==> src/rtl/stcr_ram.sv <==
module stcr_ram #(
  parameter int WIDTH = 8,
  parameter int DEPTH = 64,
  localparam int AW = (DEPTH > 1) ? $clog2(DEPTH) : 1
) (
  input  logic             clk,
  input  logic             we,
  input  logic [AW-1:0]    waddr,
  input  logic [WIDTH-1:0] wdata,
  input  logic             re,
  input  logic [AW-1:0]    raddr,
  output logic [WIDTH-1:0] rdata
);

  logic [WIDTH-1:0] mem [DEPTH];

  always_ff @(posedge clk) begin
    if (we) begin
      mem[waddr] <= wdata;
    end
    if (re) begin
      rdata <= mem[raddr];
    end
  end

endmodule

==> config.mk <==
export PLATFORM = sky130hd
export DESIGN_NAME = stcr_ram
export DESIGN_NICKNAME = d
export VERILOG_FILES = /design/src/rtl/stcr_ram.sv
export SDC_FILE = /design/constraint.sdc
export NUM_CORES = 1
export LEC_CHECK = 0
export BUFFER_PORTS_ARGS = -buffer_cell sky130_fd_sc_hd__buf_2
export CORE_UTILIZATION = 55
export CTS_CLUSTER_DIAMETER = 80
export DETAILED_ROUTE_END_ITERATION = 6
export PLACE_DENSITY = 0.76
export REMOVE_ABC_BUFFERS = 1
export SKIP_LAST_GASP = 1
export SYNTH_ARGS = -nofsm -noshare
export SYNTH_HDL_FRONTEND = slang
export SYNTH_SLANG_ARGS = --single-unit
==> constraint.sdc <==
create_clock -name clk -period 2.7 [get_ports clk]
set_input_delay 0.405 -clock clk [delete_from_list [all_inputs] [get_ports clk]]
set_output_delay 0.405 -clock clk [all_outputs]
set_load 0.05 [all_outputs]
Word level (Yosys, flattened, before mapping) --
Memories as Yosys holds them, arrays and structs flattened. A register that Yosys moved wholly into a read port is not among the register bits. Index checks and enable logic that the tools add are counted.
Cells by class: bitwise logic cells 0, eq/ne operators 0, add/subtract/negate cells 0, multipliers 0, magnitude comparators 0, reduce and logical (&&, ||, !) cells 0, mux-type cells 2, div/mod/pow operators 0, shift operators 0
Operators by type and width (number):
- two-way mux 1 bit | 2
Word-level totals: output and inout port bits 8, memory bits (read-only) 0, bits in writable memories 512, logic and storage cells 3, memories kept 1, input port bits 23, bits in latches 0, bits in registers 0
Memory list:
- mem | depth 64, width 8, rd ports 1, clocked after memory_dff 1, write ports 1, RTL line 15 | logic [WIDTH-1:0] mem [DEPTH];

Longest topological paths before layout --
word-level depth 2, mapped depth 9, depth with buffers taken out 5

Worst setup path before layout --
No wires, ideal clock.
path kind input to register, start input port raddr[1], end register rdata[3], read port of mem, data pin, stages on the path 7, required time 2.434 ns, buffers on the path 3, setup time 0.266 ns, path slack 0.489 ns, data arrival time 1.945 ns, cells stage by stage buf_4 -> buf_2 -> buf_2 -> mux4_2 -> mux4_2 -> o21ai_1 -> o41ai_1
RTL lines:
- start, declared | RTL line 11 | input logic [AW-1:0] raddr,
- end, declared | RTL line 12 | output logic [WIDTH-1:0] rdata

==> impl_metrics.json <==
{
  "outcome": "complete, no violations",
  "dr.pass1.iters": 5,
  "wl_per_cell_um": 28.0,
  "drt_iter0_markers": 1286,
  "cts_tree": "yes",
  "root_buffer": "clkbuf_16",
  "critPathSlowestCell": "mux4_2",
  "ant_nets": 0,
  "min_period_ns": 2.20,
  "hold_viol": 0,
  "clk_latency_ns": 0.58,
  "fmax_mhz": 454,
  "post_cts_resized": 0,
  "period_share_pct": 81.5,
  "yosys.area.top_type": "edfxtp_1",
  "syn_inst": 940,
  "grt_usage_pct": 24.5,
  "drive_gt1_share_pct": 32.1,
  "fp.dieH_um": 194,
  "ioPinCount": 31,
  "r2r_cells": 5,
  "cts_buffers": 49,
  "maxSlewHeadroom_pct": 21.4,
  "setup_ws_ns": 0.500,
  "timing.hold.ws_ns": 0.218,
  "gr-total-overflow": 0,
  "synth-seq-area-share_pct": 77.1,
  "syn_avg_cell_area_um2": 21.5,
  "routed_wl_mm": 44.5,
  "crit_fanout": 1,
  "yosys-top-cells-count": "520 x edfxtp_1, 126 x mux4_2, 83 x nor2_1",
  "cpPeakStageDelay_ns": 0.49,
  "maxCapViolations": 0,
  "drc": 0,
  "path_depth": 5,
  "core_area_mm2": 0.0359,
  "row_count": 69,
  "numPortBuffers": 30,
  "syn_to_final_growth_pct": 15.3,
  "power_density_mw_per_mm2": 717,
  "grt_max_degree": 65,
  "leakage_uw": 0.00755,
  "skew_ns": 0.0146,
  "final-setup-viol-count": 0,
  "preCtsSetupSlack_ns": 0.0519,
  "gp_congestion": 0.851,
  "min_path_cells": 1,
  "crit_chain": "mux4_2 > mux2_2 > o221a_2 > nor3_1 > o32ai_1",
  "vias": 10164,
  "drv_slew": 0,
  "ys_types": 39,
  "yosysTopAreaCellShare_pct": 77.1,
  "holdBufCountCts": 0,
  "cts_sinks": 520,
  "synth_ff_type": "edfxtp_1",
  "worstSetupPathType": "reg2reg",
  "path_buf_inv": 0,
  "crit_required_ns": 3.02,
  "dpl.hpwl_mm": 28.3,
  "clk_pin_slew_ns": 0.06,
  "instances_no_fill": 1593,
  "via_per_inst": 6.38,
  "syn_area_mm2": 0.0202,
  "irDropWorstVdd_v": 0.000609,
  "yosysMostFrequentCell": "edfxtp_1",
  "cp_top_family": "multiplexers",
  "yosysWarnings": 0,
  "dp.cells": 1505,
  "synth_edf_count": 520,
  "grt_pass1_wl_mm": 66.8,
  "diodes": 0,
  "end_kind": "flop",
  "postSynth.asyncResetShare_pct": 0,
  "grt_pass1_vias": 10468,
  "dieArea_mm2": 0.0376,
  "finalSetupTns_ns": 0,
  "startpoint_type": "flop",
  "ys_ff_latch": 520,
  "hold_path_class": "in2reg",
  "post_cts_buffers": 0,
  "synthTopCellsByArea": "edfxtp_1 77%, mux4_2 14%, nor2_1 1.5%",
  "rsz0062_at_grt": "false",
  "final_nets": 1118,
  "htreeDepth": 2,
  "worstPathArrival_ns": 2.52,
  "antenna_found_initial": 0,
  "final_core_util_pct": 65.0,
  "clockBufferDepth": 3,
  "start_util_pct": 56.4,
  "max_slew.worst_pin.slew_ns": 1.18,
  "die_w_um": 194
}
## layout by cell type, fill, tap and decap left out, drive strengths merged, types with 2 or more instances in the layout
master / Yosys / routed
nand2b: 7 / 7
o41ai: 2 / 2
o21ai: 4 / 4
nand2: 19 / 19
o32ai: 2 / 2
nor3: 7 / 7
o2111ai: 3 / 3
edfxtp: 520 / 520
o221a: 2 / 2
a211oi: 4 / 4
bufinv: 0 / 6
nand3b: 3 / 3
clkbuf: 17 / 66
a22oi: 3 / 3
a221oi: 6 / 6
mux2i: 23 / 23
mux4: 126 / 126
clkinvlp: 0 / 2
o221ai: 8 / 8
mux2: 13 / 13
a2111oi: 2 / 2
nor2b: 14 / 14
buf: 34 / 154
o21a: 2 / 2
nor2: 83 / 83
nor4: 2 / 2
nand4: 2 / 2
o22ai: 8 / 8
clkinv: 0 / 14
o2bb2ai: 3 / 3
nand3: 13 / 13
a21oi: 3 / 3
## where the power goes
part	switching [µW]	internal [µW]
Sequential	26.9	8950
Clock	2840	3990
Combinational	554	363
## cell families after synthesis
logic type             count (synthesis)  synth area share (%)
flip-flops                           520                  77.1
multiplexers                         162                  15.9
AND/OR/NAND/NOR                      153                  3.37
AO/OA/AOI/OAI                         54                  2.06
buffers and inverters                 51                  1.56
## worst paths after layout
check	slack (ns)	endpoint	start
max	0.50	rdata[6]	mem[24][6]
min	0.22	rdata[4]	re
max reg2reg	0.50	rdata[6]	mem[24][6]
min reg2reg	0.98	rdata[2]	mem[22][2]
## state kept, by name, indices dropped and copies added (netlist names)
| register | count |
|---|---|
| mem | 512 |
| rdata | 8 |
## per-stage QoR
step           power [µW]  instance area [µm²]
4_1_cts             16800                23300
2_1_floorplan        9520                19900
6_report            16700                23300
3_3_place_gp        10000                21700
5_1_grt             17100                23300
3_5_place_dp        10100                21700
## metal layers
layer	wire, µm	GRT usage [%]	vias to the layer above
li1	-	-	4253
met1	17400	33.9	5267
met2	21700	39.4	541
met3	3900	4.49	103
met4	1590	9.64	0
met5	0	0	-
## layout make-up
type | count | area (µm²)
clock buffer | 65 | 1310
clock inverter | 23 | 293
fill | 2265 | 12600
multi-input combinational | 369 | 4320
sequential | 520 | 15600
tap | 461 | 577
timing repair buffer | 155 | 1230
Power figures use the tool's default switching activity.
